**src/design/bsd_pkg.sv**
```systemverilog
// Shared types and constants of the BMP 24-bit stream decoder.
package bsd_pkg;

	localparam int unsigned MAX_WIDTH  = 4096;
	localparam int unsigned MAX_HEIGHT = 4096;

	localparam logic [31:0] HEADER_BYTES  = 32'd54;
	localparam logic [15:0] BMP_SIGNATURE = 16'd19778;
	localparam logic [15:0] BPP_24        = 16'd24;
	localparam logic [7:0]  ALPHA         = 8'hFF;

	// byte positions of the header fields
	localparam logic [5:0] OFS_SIG_HI = 6'd1;
	localparam logic [5:0] OFS_DOFF   = 6'd10;
	localparam logic [5:0] OFS_WID    = 6'd18;
	localparam logic [5:0] OFS_HGT    = 6'd22;
	localparam logic [5:0] OFS_BPP    = 6'd28;
	localparam logic [5:0] OFS_COMP   = 6'd30;
	localparam logic [5:0] OFS_LAST   = 6'd53;

	localparam int unsigned FIFO_DEPTH = 4;
	localparam int unsigned FIFO_AW    = $clog2(FIFO_DEPTH);

	typedef enum logic [2:0] {
		PH_HEADER,
		PH_SKIP,
		PH_PIXELS,
		PH_PAD,
		PH_IDLE
	} phase_t;

	typedef enum logic [2:0] {
		KIND_PIXEL       = 3'd0,
		KIND_HEADER      = 3'd1,
		KIND_BAD_SIG     = 3'd2,
		KIND_UNSUPPORTED = 3'd3,
		KIND_TRUNCATED   = 3'd4
	} kind_t;

	// one classified result on its way from front to back
	typedef struct packed {
		kind_t       kind;
		logic [23:0] bgr;
		logic [11:0] col;
		logic [11:0] row;
		logic [12:0] wid;
		logic [12:0] hgt;
		logic        bottom_up;
		logic        last;
	} rec_t;

endpackage

```
**src/design/bsd_front.sv**
```systemverilog
// Front end: byte parser, header checks and pixel packing.
module bsd_front import bsd_pkg::*; (
	input  logic       clk,
	input  logic       arst_n,
	input  logic       acc,
	input  logic [7:0] byte_value,
	input  logic       start_of_file,
	input  logic       end_of_file,
	output logic       rec_push,
	output rec_t       rec
);

	phase_t      phase_q, n_phase, c_phase;
	logic [31:0] ofs_q, n_ofs, c_ofs;
	logic [1:0]  bip_q, n_bip, c_bip;
	logic [11:0] col_q, n_col, c_col;
	logic [11:0] row_q, n_row, c_row;
	logic [1:0]  pad_q, n_pad, c_pad;

	logic [15:0] sig_q, sig_d;
	logic [31:0] doff_q, doff_d;
	logic [31:0] wid_q, wid_d;
	logic [31:0] hgt_q, hgt_d;
	logic [15:0] bpp_q, bpp_d;
	logic [31:0] comp_q, comp_d;
	logic [15:0] pix_q, pix_d;
	logic [12:0] w_q, w_d;
	logic [12:0] h_q, h_d;
	logic        bu_q, bu_d;

	logic [31:0] h_abs;
	logic        hdr_bad;
	logic [5:0]  o6;
	logic [1:0]  ln;
	logic        last_col, last_row, err;

	assign h_abs   = hgt_q[31] ? (~hgt_q + 32'd1) : hgt_q;
	assign hdr_bad = (bpp_q != BPP_24) || (comp_q != 32'd0) || wid_q[31] ||
		(wid_q == 32'd0) || (wid_q > 32'(MAX_WIDTH)) ||
		(h_abs == 32'd0) || (h_abs > 32'(MAX_HEIGHT));

	always_comb begin
		c_phase  = start_of_file ? PH_HEADER : phase_q;
		c_ofs    = start_of_file ? 32'd0 : ofs_q;
		c_bip    = start_of_file ? 2'd0 : bip_q;
		c_col    = start_of_file ? 12'd0 : col_q;
		c_row    = start_of_file ? 12'd0 : row_q;
		c_pad    = start_of_file ? 2'd0 : pad_q;
		n_phase  = c_phase;
		n_ofs    = c_ofs;
		n_bip    = c_bip;
		n_col    = c_col;
		n_row    = c_row;
		n_pad    = c_pad;
		sig_d    = sig_q;
		doff_d   = doff_q;
		wid_d    = wid_q;
		hgt_d    = hgt_q;
		bpp_d    = bpp_q;
		comp_d   = comp_q;
		pix_d    = pix_q;
		w_d      = w_q;
		h_d      = h_q;
		bu_d     = bu_q;
		rec      = '0;
		rec_push = 1'b0;
		err      = 1'b0;
		o6       = c_ofs[5:0];
		ln       = 2'd0;
		last_col = ({1'b0, c_col} + 13'd1) >= w_q;
		last_row = ({1'b0, c_row} + 13'd1) >= h_q;

		if (c_phase != PH_IDLE) begin
			case (c_phase)
				PH_HEADER: begin
					if (o6 <= OFS_SIG_HI) begin
						sig_d[8*o6[0] +: 8] = byte_value;
					end
					if (o6 >= OFS_DOFF && o6 < OFS_DOFF + 6'd4) begin
						ln = 2'(o6 - OFS_DOFF);
						doff_d[8*ln +: 8] = byte_value;
					end
					if (o6 >= OFS_WID && o6 < OFS_WID + 6'd4) begin
						ln = 2'(o6 - OFS_WID);
						wid_d[8*ln +: 8] = byte_value;
					end
					if (o6 >= OFS_HGT && o6 < OFS_HGT + 6'd4) begin
						ln = 2'(o6 - OFS_HGT);
						hgt_d[8*ln +: 8] = byte_value;
					end
					if (o6 >= OFS_BPP && o6 < OFS_BPP + 6'd2) begin
						bpp_d[8*o6[0] +: 8] = byte_value;
					end
					if (o6 >= OFS_COMP && o6 < OFS_COMP + 6'd4) begin
						ln = 2'(o6 - OFS_COMP);
						comp_d[8*ln +: 8] = byte_value;
					end
					if (c_ofs == 32'(OFS_SIG_HI) && sig_d != BMP_SIGNATURE) begin
						rec.kind = KIND_BAD_SIG;
						rec.last = 1'b1;
						rec_push = 1'b1;
						err      = 1'b1;
						n_phase  = PH_IDLE;
					end else if (c_ofs == 32'(OFS_LAST)) begin
						rec_push = 1'b1;
						if (hdr_bad) begin
							rec.kind = KIND_UNSUPPORTED;
							rec.last = 1'b1;
							err      = 1'b1;
							n_phase  = PH_IDLE;
						end else begin
							w_d      = wid_q[12:0];
							h_d      = h_abs[12:0];
							bu_d     = ~hgt_q[31];
							rec.kind = KIND_HEADER;
							rec.wid  = wid_q[12:0];
							rec.hgt  = h_abs[12:0];
							n_phase  = (doff_q > HEADER_BYTES) ? PH_SKIP : PH_PIXELS;
						end
					end
				end
				PH_SKIP: begin
					if ((c_ofs + 32'd1) >= doff_q) begin
						n_phase = PH_PIXELS;
					end
				end
				PH_PIXELS: begin
					if (c_bip == 2'd2) begin
						rec.kind      = KIND_PIXEL;
						rec.bgr       = {byte_value, pix_q};
						rec.col       = c_col;
						rec.row       = c_row;
						rec.wid       = w_q;
						rec.hgt       = h_q;
						rec.bottom_up = bu_q;
						rec.last      = last_col && last_row;
						rec_push      = 1'b1;
						n_bip         = 2'd0;
						if (last_col && last_row) begin
							n_phase = PH_IDLE;
						end else if (last_col) begin
							n_col = 12'd0;
							n_row = c_row + 12'd1;
							// padding per row equals width mod 4
							if (w_q[1:0] != 2'd0) begin
								n_pad   = w_q[1:0];
								n_phase = PH_PAD;
							end
						end else begin
							n_col = c_col + 12'd1;
						end
					end else begin
						if (c_bip == 2'd0) begin
							pix_d[7:0] = byte_value;
						end else begin
							pix_d[15:8] = byte_value;
						end
						n_bip = c_bip + 2'd1;
					end
				end
				PH_PAD: begin
					n_pad = c_pad - 2'd1;
					if (n_pad == 2'd0) begin
						n_phase = PH_PIXELS;
					end
				end
				default: begin
					n_phase = PH_IDLE;
				end
			endcase

			if (c_ofs != '1) begin
				n_ofs = c_ofs + 32'd1;
			end

			if (end_of_file) begin
				if (!err && n_phase != PH_IDLE) begin
					rec      = '0;
					rec.kind = KIND_TRUNCATED;
					rec.last = 1'b1;
					rec_push = 1'b1;
				end
				n_phase = PH_IDLE;
			end
		end

		if (!acc) begin
			rec_push = 1'b0;
		end
	end

	always_ff @(posedge clk or negedge arst_n) begin
		if (!arst_n) begin
			phase_q <= PH_HEADER;
			ofs_q   <= 32'd0;
			bip_q   <= 2'd0;
			col_q   <= 12'd0;
			row_q   <= 12'd0;
			pad_q   <= 2'd0;
		end else if (acc) begin
			phase_q <= n_phase;
			ofs_q   <= n_ofs;
			bip_q   <= n_bip;
			col_q   <= n_col;
			row_q   <= n_row;
			pad_q   <= n_pad;
		end
	end

	// header fields: every lane is rewritten before it is read
	always_ff @(posedge clk) begin
		if (acc) begin
			sig_q  <= sig_d;
			doff_q <= doff_d;
			wid_q  <= wid_d;
			hgt_q  <= hgt_d;
			bpp_q  <= bpp_d;
			comp_q <= comp_d;
			pix_q  <= pix_d;
			w_q    <= w_d;
			h_q    <= h_d;
			bu_q   <= bu_d;
		end
	end

endmodule

```
**src/design/bsd_fifo.sv**
```systemverilog
// Short register queue between front and back.
module bsd_fifo import bsd_pkg::*; (
	input  logic clk,
	input  logic arst_n,
	input  logic push,
	input  rec_t wdata,
	output logic full,
	input  logic pop,
	output rec_t rdata,
	output logic empty
);

	rec_t               mem_q [FIFO_DEPTH];
	logic [FIFO_AW-1:0] wr_q, rd_q;
	logic [FIFO_AW:0]   cnt_q;

	assign full  = (cnt_q == (FIFO_AW+1)'(FIFO_DEPTH));
	assign empty = (cnt_q == '0);
	assign rdata = mem_q[rd_q];

	always_ff @(posedge clk or negedge arst_n) begin
		if (!arst_n) begin
			wr_q  <= '0;
			rd_q  <= '0;
			cnt_q <= '0;
		end else begin
			if (push) begin
				wr_q <= wr_q + 1'b1;
			end
			if (pop) begin
				rd_q <= rd_q + 1'b1;
			end
			case ({push, pop})
				2'b10:   cnt_q <= cnt_q + 1'b1;
				2'b01:   cnt_q <= cnt_q - 1'b1;
				default: cnt_q <= cnt_q;
			endcase
		end
	end

	always_ff @(posedge clk) begin
		if (push) begin
			mem_q[wr_q] <= wdata;
		end
	end

endmodule

```
**src/design/bsd_back.sv**
```systemverilog
// Back end: row flip, pixel word assembly and result register.
module bsd_back import bsd_pkg::*; (
	input  logic        clk,
	input  logic        arst_n,
	input  rec_t        rec,
	input  logic        rec_empty,
	output logic        rec_pop,
	output logic        empty,
	input  logic        pop,
	output logic [2:0]  kind,
	output logic [31:0] pixel_bgra,
	output logic [11:0] column,
	output logic [11:0] row,
	output logic [12:0] image_width,
	output logic [12:0] image_height,
	output logic        last
);

	logic        vld_q;
	logic [2:0]  kind_q;
	logic [31:0] pix_q;
	logic [11:0] col_q, row_q;
	logic [12:0] w_q, h_q;
	logic        last_q;
	logic        is_pix;
	logic [11:0] row_f;

	assign rec_pop = !rec_empty && (!vld_q || pop);
	assign is_pix  = (rec.kind == KIND_PIXEL);
	// bottom-up files: stream row r is image row h-1-r
	assign row_f   = (is_pix && rec.bottom_up) ?
		12'(rec.hgt - 13'd1 - {1'b0, rec.row}) : rec.row;

	always_ff @(posedge clk or negedge arst_n) begin
		if (!arst_n) begin
			vld_q <= 1'b0;
		end else if (rec_pop) begin
			vld_q <= 1'b1;
		end else if (pop) begin
			vld_q <= 1'b0;
		end
	end

	always_ff @(posedge clk) begin
		if (rec_pop) begin
			kind_q <= rec.kind;
			pix_q  <= is_pix ? {ALPHA, rec.bgr} : 32'd0;
			col_q  <= rec.col;
			row_q  <= row_f;
			w_q    <= rec.wid;
			h_q    <= rec.hgt;
			last_q <= rec.last;
		end
	end

	assign empty        = !vld_q;
	assign kind         = kind_q;
	assign pixel_bgra   = pix_q;
	assign column       = col_q;
	assign row          = row_q;
	assign image_width  = w_q;
	assign image_height = h_q;
	assign last         = last_q;

endmodule

```
**src/design/bmp24_stream_decoder_top.sv**
```systemverilog
// Top level of the BMP 24-bit uncompressed stream decoder.
//
// Usage:
//  - Input queue: drive byte_value, start_of_file, end_of_file with push; a byte
//    is taken on a clock edge with push high and full low. One byte per cycle while full is low.
//  - Result queue: while empty is low the oldest result sits on kind,
//    pixel_bgra, column, row, image_width, image_height and last; it is taken
//    on an edge with pop high. Each byte yields zero or one result.
//  - Path: a result caused by a byte passes two register stages: the queue
//    entry written on the edge that takes the byte, then the result register,
//    loaded from the queue once the receiver has made room in it.
//  - Throughput: one byte per cycle while full is low, set by the parser's state
//    update on every byte taken; results leave at up to one per cycle.
//  - Stalls: a four-entry record queue sits between parser and result register,
//    so bytes keep flowing while the receiver holds pop low; full rises only
//    when that queue and the result register are all occupied.
//  - Reset: arst_n clears the parser to the header phase and empties both
//    queues; the first file after reset needs no start_of_file.
//  - Pixels come out in file order; the back end flips the row number of bottom-up files.
module bmp24_stream_decoder_top import bsd_pkg::*; (
	input  logic        clk,
	input  logic        arst_n,
	input  logic        push,
	output logic        full,
	input  logic [7:0]  byte_value,
	input  logic        start_of_file,
	input  logic        end_of_file,
	output logic        empty,
	input  logic        pop,
	output logic [2:0]  kind,
	output logic [31:0] pixel_bgra,
	output logic [11:0] column,
	output logic [11:0] row,
	output logic [12:0] image_width,
	output logic [12:0] image_height,
	output logic        last
);

	logic acc;
	logic rec_push, rec_pop, rec_empty;
	rec_t rec_in, rec_out;

	assign acc = push && !full;

	bsd_front u_front (
		.clk          (clk),
		.arst_n       (arst_n),
		.acc          (acc),
		.byte_value   (byte_value),
		.start_of_file(start_of_file),
		.end_of_file  (end_of_file),
		.rec_push     (rec_push),
		.rec          (rec_in)
	);

	bsd_fifo u_fifo (
		.clk   (clk),
		.arst_n(arst_n),
		.push  (rec_push),
		.wdata (rec_in),
		.full  (full),
		.pop   (rec_pop),
		.rdata (rec_out),
		.empty (rec_empty)
	);

	bsd_back u_back (
		.clk         (clk),
		.arst_n      (arst_n),
		.rec         (rec_out),
		.rec_empty   (rec_empty),
		.rec_pop     (rec_pop),
		.empty       (empty),
		.pop         (pop),
		.kind        (kind),
		.pixel_bgra  (pixel_bgra),
		.column      (column),
		.row         (row),
		.image_width (image_width),
		.image_height(image_height),
		.last        (last)
	);

endmodule
```
**config.mk**
```make
export PLATFORM = sky130hd
export DESIGN_NAME = bmp24_stream_decoder_top
export DESIGN_NICKNAME = d
export VERILOG_FILES = /design/src/design/bsd_pkg.sv /design/src/design/bsd_front.sv /design/src/design/bsd_fifo.sv /design/src/design/bsd_back.sv /design/src/design/bmp24_stream_decoder_top.sv
export SDC_FILE = /design/constraint.sdc
export NUM_CORES = 1
export LEC_CHECK = 0
export BUFFER_PORTS_ARGS = -buffer_cell sky130_fd_sc_hd__buf_2
export CORE_MARGIN = 2
export CORE_UTILIZATION = 55
export CTS_CLUSTER_DIAMETER = 50
export CTS_CLUSTER_SIZE = 24
export DETAILED_ROUTE_END_ITERATION = 10
export GPL_TIMING_DRIVEN = 0
export PLACE_DENSITY = 0.8
export SLEW_MARGIN = 5
export SYNTH_ARGS = -nofsm -noshare
export SYNTH_HDL_FRONTEND = slang
export SYNTH_SLANG_ARGS = --single-unit
```
**constraint.sdc**
```tcl
create_clock -name clk -period 5.8 [get_ports clk]
set_clock_uncertainty 0.05 [all_clocks]
set_input_delay 1.16 -clock clk [delete_from_list [all_inputs] [get_ports clk]]
set_output_delay 1.16 -clock clk [all_outputs]
set_load 0.01 [all_outputs]
```
==> flow_summary.yaml <==
global_routing:
  antenna_found_initial: 2
  grtUsageMet3: 0.0398
  overflow: 0
  grt_pass1_vias: 18700
  grt_usage: 0.257
  grt_use_met1: 0.344
  grtUsageMet2: 0.421
  grt_pass1_wl_mm: 109
  grt_max_degree: 60
  busiest_layer: "met2"
layout:
  drive_gt1_frac: 0.178
  syn_to_final_growth_pct: 13.4
  fin_nets: 2361
  n_antenna_cell: 0
  stdcell_area_um2: 33700
synthesis:
  syn_area_per_cell_um2: 14.3
  yosysTopAreaCellShare: 0.604
  ys_warn_count: 0
  synthArstFlopShare: 0.106
  netlist_area_um2: 29700
  ys_top_cells_by_count: "598 x edfxtp_1, 163 x nand2_1, 115 x inv_1, 112 x nor2_1, 84 x ha_1"
  synthTopCellsByArea: "edfxtp_1 60%, mux4_2 6.0%, dfrtp_1 6.0%"
  synth_top_area_cell: "edfxtp_1"
  synthFlopType: "edfxtp_1"
  mappedNetlistNets: 2184
  synth_cell_type_count: 84
  yosysSeqAreaShare: 0.664
  ys_seq_elements: 669
  synth-edff-count: 598
  syn_inst: 2084
  yosysMostFrequentCell: "edfxtp_1"
placed_design:
  port_buffers: 101
  hpwl_mm: 49.1
  dpl_cell_area_um2: 31400
  place_ws_ns: -2.83
  gp_congestion: 0.964
clock_tree:
  root_buffer: "clkbuf_16"
  htree_num_levels: 2
  cts_tree: "yes"
  insertion_delay_ns: 0.63
  clkTransAtPathRegs_ns: 0.06
  cts_buffer_depth: 3
  cts-buffers-inserted: 55
  cts.sinks: 669
critical_path:
  critPathCaptureType: "flip-flop"
  critPathKind: "in2reg"
  start_kind: "primary input"
  cp_max_fo: 10
  cpMaxStageDelayCell: "or4b_2"
  cpPeakStageDelay_ns: 0.59
  worst_ep_required_time_ns: 6.27
  crit_chain: "clkbuf_4 -> buf_12 -> buf_8 -> buf_6 -> clkbuf_8 -> nand2b_4 -> inv_2 -> ha_4 -> nand3_2 -> nor4_4 -> nand3_2 -> or2_4 -> or3_1 -> a21oi_2 -> ha_1 -> a21oi_2 -> nor2b_1 -> a2111oi_2 -> o21ai_1 -> nor2_1 -> o221a_2 -> or4b_2 -> a31oi_1"
  crit_arrival_ns: 6.07
drt:
  routed_wirelength_mm: 71.2
  drt_iter0_drc: 2087
  ant_nets: 0
  firstDrtPassIters: 8
  via_per_inst: 6.22
  wl_per_cell_um: 23.7
  post-route-drc-count: 0
  vias: 18700
power:
  p_leak_nw: 12.3
  powerDensity_nw_per_um2: 408
  p_total_mw: 13.8
  irDropWorstVdd_mv: 0.268
sta:
  worst_pin_slew_ns: 1.25
  drv_slew: 0
  fmax_mhz: 179
  period_share: 0.966
  finalHoldViolCount: 0
  tns_ns: 0
  rsz0062_at_grt: "no"
  min_period_ns: 5.60
  maxSlewHeadroom: 0.166
  setup_slack_ns: 0.198
  setup_viol: 0
floorplanning:
  die_h_um: 236
  start_util: 0.555
  die_width_um: 236
  die_area_um2: 55900
  fp.coreArea_um2: 53600
  ios: 102
  rows: 85
worst_hold_path:
  hp-class: "in2async"
flow_run:
  cap_viol_max_count: 0
status:
  outcome: "finished, final reports clean"
==> layer usage <==
metal | wire length, um | part of all wire | vias to the layer above
li1 | - | - | 8258
met3 | 4970 | 0.070 | 157
met4 | 2810 | 0.039 | 2
met2 | 35000 | 0.49 | 828
met1 | 28500 | 0.40 | 9416
met5 | 10 | 0.00014 | -
==> sequential cells by signal, summed over array words and instances, names as in the netlist, 16 cells and up <==
signal / flops
u_back.pixel_bgra: 25
u_front.hgt_q: 32
u_front.ofs_q: 32
u_front.sig_q: 16
u_front.comp_q: 32
u_front.bpp_q: 16
u_fifo.mem_q: 316
u_front.pix_q: 16
u_front.doff_q: 32
u_front.wid_q: 32
==> layout by cell type (no fill, tap or decap), drive strengths merged, types with 5 or more instances in the layout <==
cell      netlist  routed
nor3           45      45
ha             84      84
nand4          18      18
nor4           52      52
o31ai          10      10
a211oi          5       5
mux2           16      16
xor2           35      35
inv           115     130
o21ai          60      60
bufinv          0       5
mux2i           7       7
nand2         163     163
edfxtp        598     598
nor2b          72      72
nor2          112     113
a21o           25      25
buf            20     141
dfrtp          71      71
a31oi          16      16
and2           23      23
o21bai          5       5
clkinvlp        0       7
or2             7       7
or3            13      13
nand2b         30      30
o22ai           5       5
mux4           79      79
a22o            6       6
and3           55      55
clkbuf         75     131
a41oi           6       6
nand3          37      37
xnor2          58      58
a22oi          29      29
a21oi          51      51
or4            11      11
clkinv          1      17
==> cell type report <==
cell class	instances	area, um^2
Buffer	94	498
Clock buffer	59	1400
Clock inverter	43	528
Fill cell	3723	19900
Inverter	116	435
Multi-Input combinational cell	1205	9450
Sequential cell	669	19700
Tap cell	696	871
Timing Repair Buffer	120	791
==> worst max-delay path: cells and delay by family <==
family / cells / cell delay [ns]
buf+inv: 6 / 0.97
simple gates: 9 / 2.26
fa+ha+maj: 2 / 0.46
compound gates: 6 / 1.17
==> report_power, final <==
group,total (mW),switching (mW),internal [mW]
registers,6.20,0.204,5.99
logic,3.61,2.14,1.47
clock network,3.94,1.88,2.06
==> kinds of logic (layout without fill, tap and decap cells) <==
family	after synthesis	count (layout)	share of synthesized area
compound gates	261	261	0.0591
xor+xnor	93	93	0.0274
fa+ha+maj	86	86	0.0367
buf+inv	211	432	0.0281
flops	669	669	0.664
mux	102	102	0.0683
simple gates	662	663	0.117
==> worst paths after layout <==
| check | from | to | slack (ns) | depth (start not counted) |
|---|---|---|---|---|
| max | start_of_file | u_front.phase_q[0]$_DFFE_PN0P_ | 0.20 | 23 |
| min | arst_n | u_fifo.cnt_q[1]$_DFFE_PN0P_ | 0.37 | 1 |
| max reg2reg | u_fifo.rd_q[0]$_DFFE_PN0P_ | u_back.row[10]$_DFFE_PP_ | 0.37 | 14 |
| min reg2reg | u_front.wid_q[5]$_DFFE_PP_ | u_front.w_q[5]$_DFFE_PP_ | 0.41 | 0 |
| max in group asynchronous | arst_n | u_front.bip_q[1]$_DFFE_PN0P_ | 4.72 | 2 |
| min in group clk | u_front.wid_q[5]$_DFFE_PP_ | u_front.w_q[5]$_DFFE_PP_ | 0.41 | 0 |
==> timing repair <==
item,CTS,global route
hold buffers,0,0
gates cloned,0,1
setup buffers,2,8
endpoints found under the setup margin,687,557
pin swaps,3,10
gates resized for setup,68,29
==> per-stage QoR <==
stage / util / std cells / hold slack (ns)
global route: 0.629 / 3002 / 0.356
finish: 0.629 / 3002 / 0.373
detailed placement: 0.585 / 2890 / 0.426
CTS: 0.626 / 2994 / 0.342
floorplan: - / 2084 / 0.401
global placement: 0.581 / 2881 / 0.417
Power figures use the tool's default switching activity.
